===== src/hdl/tsqa_pkg.sv =====
`timescale 1ns / 1ps
`default_nettype none
package tsqa_pkg;

  localparam int CoordW      = 32;
  localparam int DiffW       = 33;
  localparam int ProdW       = 66;
  localparam int AccW        = 67;
  localparam int MagW        = 66;
  localparam int NormBits    = 40;
  localparam int XyW         = 44;
  localparam int AngW        = 24;
  localparam int QualW       = 16;
  localparam int SumW        = 36;
  localparam int CntW        = 21;
  localparam int DivW        = 37;
  localparam int CordicSteps = 21;
  localparam int StepW       = 5;
  localparam int DivCntW     = 6;
  localparam int MulSteps    = 6;

  localparam logic [CntW-1:0]  MAX_TRIANGLES = CntW'(1048576);
  localparam logic [QualW-1:0] QUAL_ONE      = QualW'(32768);
  localparam int SixtyU       = 1048576;
  localparam int HalfTurnU    = 3145728;
  localparam int QuarterTurnU = 1572864;

  typedef struct packed {
    logic signed [AccW-1:0] k;
    logic signed [AccW-1:0] dot_a;
    logic signed [AccW-1:0] dot_b;
    logic                   inv;
    logic                   last;
  } tri_item_t;

  typedef enum logic [1:0] {
    F_IDLE,
    F_MUL,
    F_PUSH
  } front_state_t;

  typedef enum logic [2:0] {
    B_IDLE,
    B_NORM,
    B_ROT,
    B_QUAL,
    B_ACC,
    B_DIV,
    B_OUT
  } back_state_t;

  function automatic logic signed [AngW-1:0] atan_lut(input logic [StepW-1:0] idx);
    logic signed [AngW-1:0] v;
    v = '0;
    case (idx)
      5'd0:  v = AngW'(786432);
      5'd1:  v = AngW'(464258);
      5'd2:  v = AngW'(245301);
      5'd3:  v = AngW'(124519);
      5'd4:  v = AngW'(62501);
      5'd5:  v = AngW'(31281);
      5'd6:  v = AngW'(15644);
      5'd7:  v = AngW'(7823);
      5'd8:  v = AngW'(3911);
      5'd9:  v = AngW'(1956);
      5'd10: v = AngW'(978);
      5'd11: v = AngW'(489);
      5'd12: v = AngW'(244);
      5'd13: v = AngW'(122);
      5'd14: v = AngW'(61);
      5'd15: v = AngW'(31);
      5'd16: v = AngW'(15);
      5'd17: v = AngW'(8);
      5'd18: v = AngW'(4);
      5'd19: v = AngW'(2);
      5'd20: v = AngW'(1);
      default: v = '0;
    endcase
    return v;
  endfunction

endpackage
`default_nettype wire


===== src/hdl/tsqa_queue.sv =====
`timescale 1ns / 1ps
`default_nettype none
module tsqa_queue (
  input  wire logic                 clk,
  input  wire logic                 rst_n,
  input  wire tsqa_pkg::tri_item_t  wr_item_i,
  input  wire logic                 wr_valid_i,
  output logic                      wr_ready_o,
  output tsqa_pkg::tri_item_t       rd_item_o,
  output logic                      rd_valid_o,
  input  wire logic                 rd_ready_i
);

  tsqa_pkg::tri_item_t mem_r [2];
  logic wp_r, rp_r;
  logic [1:0] cnt_r;
  logic do_wr, do_rd;

  assign wr_ready_o = (cnt_r != 2'd2);
  assign rd_valid_o = (cnt_r != 2'd0);
  assign rd_item_o  = mem_r[rp_r];
  assign do_wr      = wr_valid_i && wr_ready_o;
  assign do_rd      = rd_valid_o && rd_ready_i;

  always_ff @(posedge clk) begin
    if (!rst_n) begin
      wp_r  <= 1'b0;
      rp_r  <= 1'b0;
      cnt_r <= '0;
    end else begin
      if (do_wr) wp_r <= ~wp_r;
      if (do_rd) rp_r <= ~rp_r;
      if (do_wr && !do_rd) cnt_r <= cnt_r + 2'd1;
      else if (do_rd && !do_wr) cnt_r <= cnt_r - 2'd1;
    end
  end

  always_ff @(posedge clk) begin
    if (do_wr) mem_r[wp_r] <= wr_item_i;
  end

endmodule
`default_nettype wire


===== config.mk =====
export PLATFORM = sky130hd
export DESIGN_NAME = tsqa_queue
export DESIGN_NICKNAME = d
export VERILOG_FILES = /design/src/hdl/tsqa_pkg.sv /design/src/hdl/tsqa_queue.sv
export SDC_FILE = /design/constraint.sdc
export NUM_CORES = 1
export LEC_CHECK = 0
export ABC_AREA = 1
export BUFFER_PORTS_ARGS = -buffer_cell sky130_fd_sc_hd__buf_2
export CORE_ASPECT_RATIO = 1.25
export CORE_MARGIN = 1
export CORE_UTILIZATION = 47
export CTS_CLUSTER_SIZE = 20
export DETAILED_ROUTE_END_ITERATION = 8
export GPL_TIMING_DRIVEN = 0
export MAX_ROUTING_LAYER = met4
export PLACE_DENSITY_LB_ADDON = 0.25
export SYNTH_ARGS = -nofsm -noshare
export SYNTH_HDL_FRONTEND = slang
export SYNTH_SLANG_ARGS = --single-unit

===== constraint.sdc =====
create_clock -name clk -period 9.5 [get_ports clk]
set_input_delay 0.475 -clock clk [delete_from_list [all_inputs] [get_ports clk]]
set_output_delay 0.475 -clock clk [all_outputs]
set_load 0.02 [all_outputs]

==> PnR_summary.wiki <==
{| class="wikitable"
! Metric !! Value
|-
| RSZ-0062 raised after global routing || no
|-
| Kind of path behind the tightest hold check || input pin to register
|-
| Number of max-slew violations in the final report || 0
|-
| X dimension of the die || 165.0 um
|-
| Die H || 205.7 um
|-
| Final hold violation count || 0
|-
| Post-synthesis register bit count || 411
|-
| Remaining DRCs || 0
|-
| Fraction of the yosys area taken by sequential cells || 78.79%
|-
| Final setup skew || 8.923 ps
|-
| Area added between synthesis and finish || 27.29%
|-
| Crit. End Element || register
|-
| Launch point of the worst path || cnt_r[0]
|-
| Post-synth net total || 877
|-
| Post-CTS clock slew at the launch and capture registers of the worst setup and hold paths || 60 ps
|-
| Achievable Freq || 403.6 MHz
|-
| Initial cell density of the core || 47.73%
|-
| Clock root buffer || sky130_fd_sc_hd__clkbuf_16
|-
| Detailed-route wire length || 30.68 mm
|-
| Average wire length per cell after detail routing || 19.20 um
|-
| Total Power Consumption || 0.005389 W
|-
| Hold_sp || wr_item_i[93]
|-
| RD Place Congestion || 0.7662
|-
| Number of vias in the routed layout || 7800
|-
| Start-to-end type of the worst setup path || register to register
|-
| Final min period || 2478 ps
|-
| Post-CTS Resized || 0
|-
| Reported leakage power || 7.795 nW
|-
| Core box area || 32680 sq um
|-
| Run status || finished, final reports clean
|-
| Post-layout utilization of the core || 60.75%
|-
| Per-cell via count in the routed design || 4.881
|-
| Count of input and output buffers || 411
|-
| Layout cells sized above 1 || 61.03%
|-
| Max transition margin || 53.23%
|-
| Insertion delay to the later sink of the worst-skew pair || 530 ps
|-
| Total grt overflow || 0
|-
| Worst EP required || 9720 ps
|-
| Initial antenna violation count || 15
|-
| Via count of the first global-routing pass || 8077
|-
| Count of warnings emitted by yosys || 0
|-
| Final net count || 1346
|-
| Part of the cycle the worst path needs || 26.08%
|-
| Post-route cell area || 19860 sq um
|-
| Maximum VDD drop || 0.1998 mV
|-
| CTS Sinks || 411
|-
| Clock Path Buffers || 3
|-
| Number of setup violations in the final report || 0
|-
| Placed Instance Area || 18580 sq um
|-
| Post-Syn Area per Cell || 23.32 sq um
|-
| Cell types occupying the most area after synthesis || sky130_fd_sc_hd__edfxtp_1 78%, sky130_fd_sc_hd__mux2_4 16%, sky130_fd_sc_hd__mux2_2 2.4%
|-
| Clock buffers created by TritonCTS || 40
|-
| Crit Path Max Fanout || 31
|-
| Worst endpoint data arrival time || 2700 ps
|-
| Slew @ Worst Pin || 699.9 ps
|-
| Setup repair bufs after CTS || 0
|-
| # H-tree levels || 2
|-
| Overall global routing resource usage || 18.18%
|-
| Worst slack, placed || 6963 ps
|-
| Number of distinct standard cells referenced by the synthesized netlist || 16
|-
| Count of boundary I/O pins || 412
|-
| Number of DRC violations after detailed-routing iteration 0 || 392
|-
| Standard-cell rows || 74
|-
| Max-capacitance violation count || 0
|-
| Clock tree from TritonCTS || done
|-
| Launching point of the worst reg2reg path || cnt_r[0]
|-
| Synthesized cell area || 15600 sq um
|-
| Largest net degree at the start of global routing || 32
|-
| Post-CTS Hold Buffers || 0
|-
| Minimum setup slack in the final design || 7022 ps
|-
| HPWL Detailed || 22.26 mm
|-
| Portion of synthesized cell area occupied by the leading cell type || 78.15%
|-
| 1st-pass router iterations || 4
|-
| Category of the worst setup path launch point || register
|-
| Post-detailed-route count of antenna-violating nets || 0
|-
| Power per unit of standard cell area || 271.4 nW/um^2
|-
| First-pass GRT wire length || 43.89 mm
|-
| Synthesized instance count || 669
|-
| Library cell occupying the most area in the post-synthesis netlist || sky130_fd_sc_hd__edfxtp_1
|-
| Area of the die || 33930 sq um
|}
stage by stage:
step,hold WS [ps],TNS (ps),cells
after floorplan,466.9,-167040,669
after global placement,478.8,-2176670,1498
after detailed placement,498.5,0,1514
after CTS,105.0,0,1583
after global routing,106.6,0,1598
final,131.6,0,1598
worst max-delay path, stage by stage, from the launching register on:
cell and delay [ps]:
sky130_fd_sc_hd__dfxtp_1 350, sky130_fd_sc_hd__inv_1 90, sky130_fd_sc_hd__nand2_1 90, sky130_fd_sc_hd__nand2_1 160, sky130_fd_sc_hd__nor2_4 590, sky130_fd_sc_hd__buf_12 280, sky130_fd_sc_hd__buf_16 190, sky130_fd_sc_hd__buf_16 170
sky130_fd_sc_hd__buf_12 220
cell usage after synthesis, drive strengths merged:
cell type,n
mux2,203
a21oi,1
dfxtp,5
o21ai,2
nand4,1
nand3,1
buf,23
ha,1
nand2,9
nor2,8
o21a,1
inv,8
edfxtp,406
worst paths after layout:
| path | endpoint | cells past startpoint | slack, ps |
|---|---|---|---|
| worst min register to register | register | 2 | 520 |
| worst max-delay path | mem_r[1][179] | 8 | 7020 |
| worst max register to register | mem_r[1][179] | 8 | 7020 |
| worst min-delay path | mem_r[1][93] | 1 | 130 |
cells in the final DEF (no fill, tap or decap), drive strengths merged, types with 3 or more instances in the layout:
cell,n
buf,450
edfxtp,406
mux2,203
clkbuf,45
clkinv,17
diode,15
inv,10
nand2,9
nor2,8
dfxtp,5
bufinv,3
flip-flops by register name, summed over array words and instances (netlist names), named ones only:
register  count
mem_r       406
cnt_r         2
rp_r          1
wp_r          1
cell type report:
cell class	count	area, sq um
timing repair buffer	427	2437
inverter	8	30.03
clock buffer	45	1041
buffer	23	244.0
multi-input combinational	227	3049
sequential	411	12290
clock inverter	24	202.7
antenna	15	37.54
fill	2434	12830
tap	418	523.0
where the power goes:
| group | switching (W) | total, W | internal, W | leakage (nW) |
|---|---|---|---|---|
| clock | 0.000636 | 0.00151 | 0.000870 | 0.609 |
| combinational | 0.000850 | 0.00154 | 0.000686 | 3.36 |
| sequential | 0.0000579 | 0.00235 | 0.00229 | 3.83 |
| total | 0.00154 | 0.00539 | 0.00384 | 7.79 |
kinds of logic (layout without fill, tap and decap cells):
family | after synthesis | in the layout | share of synthesized area (%)
multiplexers | 203 | 203 | 18.74
AO/OA/AOI/OAI | 4 | 4 | 0.1444
buffers and inverters | 31 | 527 | 1.756
AND/OR/NAND/NOR | 19 | 19 | 0.4812
adder cells (fa/ha/maj) | 1 | 1 | 0.08019
flip-flops | 411 | 411 | 78.79
other | 0 | 15 | 0
layer usage:
layer / track usage [%] / part of all wire, % / wire length (um)
met3: 6.430 / 8.2 / 2527
met1: 18.03 / 35 / 10650
met2: 31.96 / 54 / 16580
met5: - / 0 / 0
met4: 7.536 / 3.0 / 922
Power figures use the tool's default switching activity.
