===== src/hdl/tsqa_pkg.sv =====
`timescale 1ns / 1ps
`default_nettype none
package tsqa_pkg;

  localparam int CoordW      = 32;
  localparam int DiffW       = 33;
  localparam int ProdW       = 66;
  localparam int AccW        = 67;
  localparam int MagW        = 66;
  localparam int NormBits    = 40;
  localparam int XyW         = 44;
  localparam int AngW        = 24;
  localparam int QualW       = 16;
  localparam int SumW        = 36;
  localparam int CntW        = 21;
  localparam int DivW        = 37;
  localparam int CordicSteps = 21;
  localparam int StepW       = 5;
  localparam int DivCntW     = 6;
  localparam int MulSteps    = 6;

  localparam logic [CntW-1:0]  MAX_TRIANGLES = CntW'(1048576);
  localparam logic [QualW-1:0] QUAL_ONE      = QualW'(32768);
  localparam int SixtyU       = 1048576;
  localparam int HalfTurnU    = 3145728;
  localparam int QuarterTurnU = 1572864;

  typedef struct packed {
    logic signed [AccW-1:0] k;
    logic signed [AccW-1:0] dot_a;
    logic signed [AccW-1:0] dot_b;
    logic                   inv;
    logic                   last;
  } tri_item_t;

  typedef enum logic [1:0] {
    F_IDLE,
    F_MUL,
    F_PUSH
  } front_state_t;

  typedef enum logic [2:0] {
    B_IDLE,
    B_NORM,
    B_ROT,
    B_QUAL,
    B_ACC,
    B_DIV,
    B_OUT
  } back_state_t;

  function automatic logic signed [AngW-1:0] atan_lut(input logic [StepW-1:0] idx);
    logic signed [AngW-1:0] v;
    v = '0;
    case (idx)
      5'd0:  v = AngW'(786432);
      5'd1:  v = AngW'(464258);
      5'd2:  v = AngW'(245301);
      5'd3:  v = AngW'(124519);
      5'd4:  v = AngW'(62501);
      5'd5:  v = AngW'(31281);
      5'd6:  v = AngW'(15644);
      5'd7:  v = AngW'(7823);
      5'd8:  v = AngW'(3911);
      5'd9:  v = AngW'(1956);
      5'd10: v = AngW'(978);
      5'd11: v = AngW'(489);
      5'd12: v = AngW'(244);
      5'd13: v = AngW'(122);
      5'd14: v = AngW'(61);
      5'd15: v = AngW'(31);
      5'd16: v = AngW'(15);
      5'd17: v = AngW'(8);
      5'd18: v = AngW'(4);
      5'd19: v = AngW'(2);
      5'd20: v = AngW'(1);
      default: v = '0;
    endcase
    return v;
  endfunction

endpackage
`default_nettype wire


===== src/hdl/tsqa_front.sv =====
`timescale 1ns / 1ps
`default_nettype none
module tsqa_front (
  input  wire logic                                  clk,
  input  wire logic                                  rst_n,
  input  wire logic signed [tsqa_pkg::CoordW-1:0]    in_ax,
  input  wire logic signed [tsqa_pkg::CoordW-1:0]    in_ay,
  input  wire logic signed [tsqa_pkg::CoordW-1:0]    in_bx,
  input  wire logic signed [tsqa_pkg::CoordW-1:0]    in_by_coord,
  input  wire logic signed [tsqa_pkg::CoordW-1:0]    in_cx_coord,
  input  wire logic signed [tsqa_pkg::CoordW-1:0]    in_cy_coord,
  input  wire logic                                  in_last_tri,
  input  wire logic                                  push,
  output logic                                       full,
  output tsqa_pkg::tri_item_t                        item_o,
  output logic                                       item_valid_o,
  input  wire logic                                  item_ready_i
);

  tsqa_pkg::front_state_t state_r, state_nxt;
  logic [2:0] step_r, step_nxt;
  logic signed [tsqa_pkg::DiffW-1:0] ux_r, uy_r, wx_r, wy_r, rx_r, ry_r;
  logic signed [tsqa_pkg::ProdW-1:0] prod_r, prod_w;
  logic signed [tsqa_pkg::AccW-1:0]  k_r, da_r, db_r, prod_ext;
  logic signed [tsqa_pkg::DiffW-1:0] ma, mb;
  logic last_r;
  logic accept;

  assign accept   = push && !full;
  assign prod_ext = tsqa_pkg::AccW'(prod_r);
  assign prod_w   = ma * mb;

  always_comb begin
    ma = ux_r;
    mb = wy_r;
    case (step_r)
      3'd0: begin ma = ux_r; mb = wy_r; end
      3'd1: begin ma = uy_r; mb = wx_r; end
      3'd2: begin ma = ux_r; mb = wx_r; end
      3'd3: begin ma = uy_r; mb = wy_r; end
      3'd4: begin ma = ux_r; mb = rx_r; end
      3'd5: begin ma = uy_r; mb = ry_r; end
      default: begin ma = ux_r; mb = wy_r; end
    endcase
  end

  always_comb begin
    state_nxt = state_r;
    step_nxt  = step_r;
    case (state_r)
      tsqa_pkg::F_IDLE: begin
        step_nxt = '0;
        if (accept) state_nxt = tsqa_pkg::F_MUL;
      end
      tsqa_pkg::F_MUL: begin
        step_nxt = step_r + 3'd1;
        if (step_r == 3'(tsqa_pkg::MulSteps)) state_nxt = tsqa_pkg::F_PUSH;
      end
      tsqa_pkg::F_PUSH: begin
        if (item_ready_i) state_nxt = tsqa_pkg::F_IDLE;
      end
      default: state_nxt = tsqa_pkg::F_IDLE;
    endcase
  end

  always_comb begin
    full         = (state_r != tsqa_pkg::F_IDLE);
    item_valid_o = (state_r == tsqa_pkg::F_PUSH);
    item_o.k     = k_r;
    item_o.dot_a = da_r;
    item_o.dot_b = db_r;
    item_o.inv   = k_r[tsqa_pkg::AccW-1] || (k_r == '0);
    item_o.last  = last_r;
  end

  always_ff @(posedge clk) begin
    if (!rst_n) begin
      state_r <= tsqa_pkg::F_IDLE;
      step_r  <= '0;
    end else begin
      state_r <= state_nxt;
      step_r  <= step_nxt;
    end
  end

  // differences, products and sums
  always_ff @(posedge clk) begin
    if (accept) begin
      ux_r   <= tsqa_pkg::DiffW'(in_bx) - tsqa_pkg::DiffW'(in_ax);
      uy_r   <= tsqa_pkg::DiffW'(in_by_coord) - tsqa_pkg::DiffW'(in_ay);
      wx_r   <= tsqa_pkg::DiffW'(in_cx_coord) - tsqa_pkg::DiffW'(in_ax);
      wy_r   <= tsqa_pkg::DiffW'(in_cy_coord) - tsqa_pkg::DiffW'(in_ay);
      rx_r   <= tsqa_pkg::DiffW'(in_cx_coord) - tsqa_pkg::DiffW'(in_bx);
      ry_r   <= tsqa_pkg::DiffW'(in_cy_coord) - tsqa_pkg::DiffW'(in_by_coord);
      last_r <= in_last_tri;
    end
    if (state_r == tsqa_pkg::F_MUL) begin
      prod_r <= prod_w;
      case (step_r)
        3'd1: k_r  <= prod_ext;
        3'd2: k_r  <= k_r - prod_ext;
        3'd3: da_r <= prod_ext;
        3'd4: da_r <= da_r + prod_ext;
        3'd5: db_r <= -prod_ext;
        3'd6: db_r <= db_r - prod_ext;
        default: ;
      endcase
    end
  end

endmodule
`default_nettype wire


===== config.mk =====
export PLATFORM = sky130hd
export DESIGN_NAME = tsqa_front
export DESIGN_NICKNAME = d
export VERILOG_FILES = /design/src/hdl/tsqa_pkg.sv /design/src/hdl/tsqa_front.sv
export SDC_FILE = /design/constraint.sdc
export NUM_CORES = 2
export LEC_CHECK = 0
export ABC_AREA = 1
export BUFFER_PORTS_ARGS = -buffer_cell sky130_fd_sc_hd__buf_2
export CAP_MARGIN = 20
export CORE_MARGIN = 2
export CORE_UTILIZATION = 60
export CTS_CLUSTER_SIZE = 10
export DETAILED_ROUTE_END_ITERATION = 8
export GPL_TIMING_DRIVEN = 0
export PLACE_DENSITY = 0.78
export RECOVER_POWER = 25
export SLEW_MARGIN = 5
export SYNTH_ARGS = -nofsm -noshare
export SYNTH_HDL_FRONTEND = slang
export SYNTH_SLANG_ARGS = --single-unit

===== constraint.sdc =====
create_clock -name clk -period 12 [get_ports clk]
set_clock_uncertainty 0.2 [all_clocks]
set_input_delay 2.4 -clock clk [delete_from_list [all_inputs] [get_ports clk]]
set_output_delay 2.4 -clock clk [all_outputs]
set_load 0.1 [all_outputs]

==> impl_metrics.py <==
metrics = {
    "global_route": {
        "grt_max_degree": 109,
        "antenna_found_initial": 11,
        "grt_pass1_wl_um": 558600,
        "grt_usage": 0.5289,
        "grt.overflow.total": 0,
        "grt_pass1_vias": 84805,
    },
    "drt": {
        "first_pass_iters": 9,
        "drc": 120,
        "ant_nets": 0,
        "routed-via-count": 87521,
        "viasPerCell": 6.217,
        "wire_per_inst_um": 27.71,
        "drt-initial-drc-count": 13492,
        "routed_wl_um": 390100,
    },
    "job": {
        "cap_viol_max_count": 8,
    },
    "die": {
        "core_area_um2": 141900,
        "die_y_um": 382.7,
        "rows": 138,
        "die_area_um2": 146400,
        "start_util": 0.6062,
        "io_pins": 402,
        "die-width_um": 382.7,
    },
    "clock_tree": {
        "insertion_delay_ns": 0.72,
        "clk_pin_slew_worst_paths_ns": 0.06,
        "clockBufferDepth": 3,
        "clockRootBuffer": "clkbuf_16",
        "cts-resized-gates": 0,
        "cts.htree.levels": 2,
        "cts_tree": "yes",
        "cts_hold_buf": 0,
        "numCtsBuffers": 57,
        "cts_sinks": 471,
        "post_cts_buffers": 0,
    },
    "logic_synthesis": {
        "synthFlopType": "edfxtp_1",
        "ys_ff_latch": 471,
        "synthArstFlopShare": 0,
        "yosys_warnings": 0,
        "yosysSeqAreaShare": 0.1638,
        "ys_types": 56,
        "synth_nets": 13618,
        "netlist_area_um2": 86040,
        "avgSynthCellArea_um2": 7.383,
        "synth_edf_count": 466,
        "syn_inst": 11654,
    },
    "sta": {
        "hold_viol": 0,
        "maxSlewViolCount": 187,
        "fin_ws_ns": -0.1222,
        "min_period_ns": 12.12,
        "rsz0062_at_grt": "false",
        "fmax_mhz": 82.49,
        "tightest_slew_ns": 2.422,
        "fin_crit_sh": 1.010,
        "setup_violations": 1,
        "slew_headroom": -0.6245,
    },
    "outcome": {
        "status": "complete, but fails checks",
        "violations": "DRC, capacitance limit, slew limit, setup timing",
    },
    "worst_setup_path": {
        "arrival_ns": 12.30,
        "crit_path_start_kind": "flop",
        "path_class": "reg2reg",
        "crit_fanout": 10,
        "reg2reg_from": "step_r[2]",
        "setup.worst_path.end_class": "flop",
        "max_stage_delay_ns": 1.00,
        "cp_common_cell": "inv_1",
        "slowest_stage": "clkbuf_1",
        "required_ns": 12.18,
        "startpoint": "step_r[2]",
    },
    "finish": {
        "mostFrequentLayoutCells": "nand2_1 (2880), inv_1 (2304), nor2_1 (1476)",
        "syn2layout_area_growth_pct": 7.503,
        "drive_above_1_share": 0.06019,
        "fin_nets": 14111,
        "layoutNonFillerInstCount": 14077,
        "final_common_cell": "nand2_1",
    },
    "hold_path": {
        "holdCritStartpoint": "state_r[1]",
        "hold_path_class": "reg2reg",
    },
    "placement": {
        "pre_cts_slack_ns": 0.6539,
        "io_buffers": 401,
        "place_hpwl_um": 324600,
        "placedCellCount": 13971,
        "gp_congestion": 1.204,
    },
}
cells by family after synthesis:
group           Yosys count  share of synthesized area
compound gates         1297                    0.08279
flops                   471                     0.1638
mux                       1                  0.0001163
buf+inv                2571                     0.1145
simple gates           5227                     0.2485
xor+xnor                320                    0.03258
fa+ha+maj              1767                     0.3577
final cells by class:
| class | instances | area [um2] |
|---|---|---|
| clock inverter | 14 | 192.7 |
| fill | 12544 | 49440 |
| clock buffer | 76 | 1518 |
| multi-input combinational | 8612 | 62090 |
| timing repair buffer | 434 | 2354 |
| buffer | 225 | 1045 |
| tap | 1890 | 2365 |
| inverter | 2346 | 8813 |
| sequential | 471 | 14090 |
| antenna | 9 | 22.52 |
flip-flops by register name, summed over array words and instances (netlist names), 2 cells and up:
signal,count
ry_r,33
uy_r,33
db_r,67
state_r,2
ux_r,33
da_r,67
k_r,67
wy_r,33
step_r,3
rx_r,33
prod_r,66
wx_r,33
per-stage QoR:
stage | hold WS, ns | area, um2 | TNS [ns] | utilization
after floorplan | 0.2721 | 86040 | 0 | -
after global placement | 0.2918 | 90410 | -191.37 | 0.6370
after detailed placement | 0.3014 | 90870 | 0 | 0.6403
after CTS | 0.2862 | 92580 | 0 | 0.6523
after global routing | 0.3032 | 92470 | 0 | 0.6515
final | 0.2620 | 92490 | -0.1222 | 0.6517
per-layer routing:
metal / GRT usage / part of all wire / vias to the layer above / wire length (um)
met5: 0.02149 / 0.0011 / - / 412
met4: 0.4364 / 0.11 / 10 / 42300
met3: 0.2119 / 0.16 / 2004 / 61480
met2: 0.7500 / 0.40 / 7491 / 155600
met1: 0.6283 / 0.33 / 40867 / 130300
li1: - / - / 37149 / -
final timing paths:
check             slack, ns    endpoint  cells after the start
hold / removal         0.26   step_r[1]                      2
hold reg to reg        0.26   step_r[1]                      2
setup / recovery      -0.12  prod_r[55]                     37
setup reg to reg      -0.12  prod_r[55]                     37
critical path: cells and delay by family (launching register included):
family                     cells  cell delay, ns
and+or+nand+nor               10            1.68
buffers and inverters         15            3.45
DFF                            1            0.37
AOI/OAI and AO/OA              2            1.07
adders and majority gates     10            5.00
synthesized netlist by cell type (58+ instances only):
master	instances	area, um2
a21oi_1	592	2963
buf_2	90	450.4
clkbuf_1	102	382.9
edfxtp_1	466	13990
fa_1	1154	23100
ha_1	613	7670
inv_1	2305	8652
nand2_1	2880	10810
nand3_1	424	2122
nand3b_1	82	615.6
nand4_1	118	738.2
nor2_1	1475	5537
nor3_1	58	290.3
nor4_1	96	600.6
o21ai_0	444	2222
o21bai_1	72	540.5
xnor2_1	107	937.2
xor2_1	213	1866
Power is left out: the tool's default activity adds up to more than one toggle a clock period on the data nets, which glitch-free logic cannot reach.
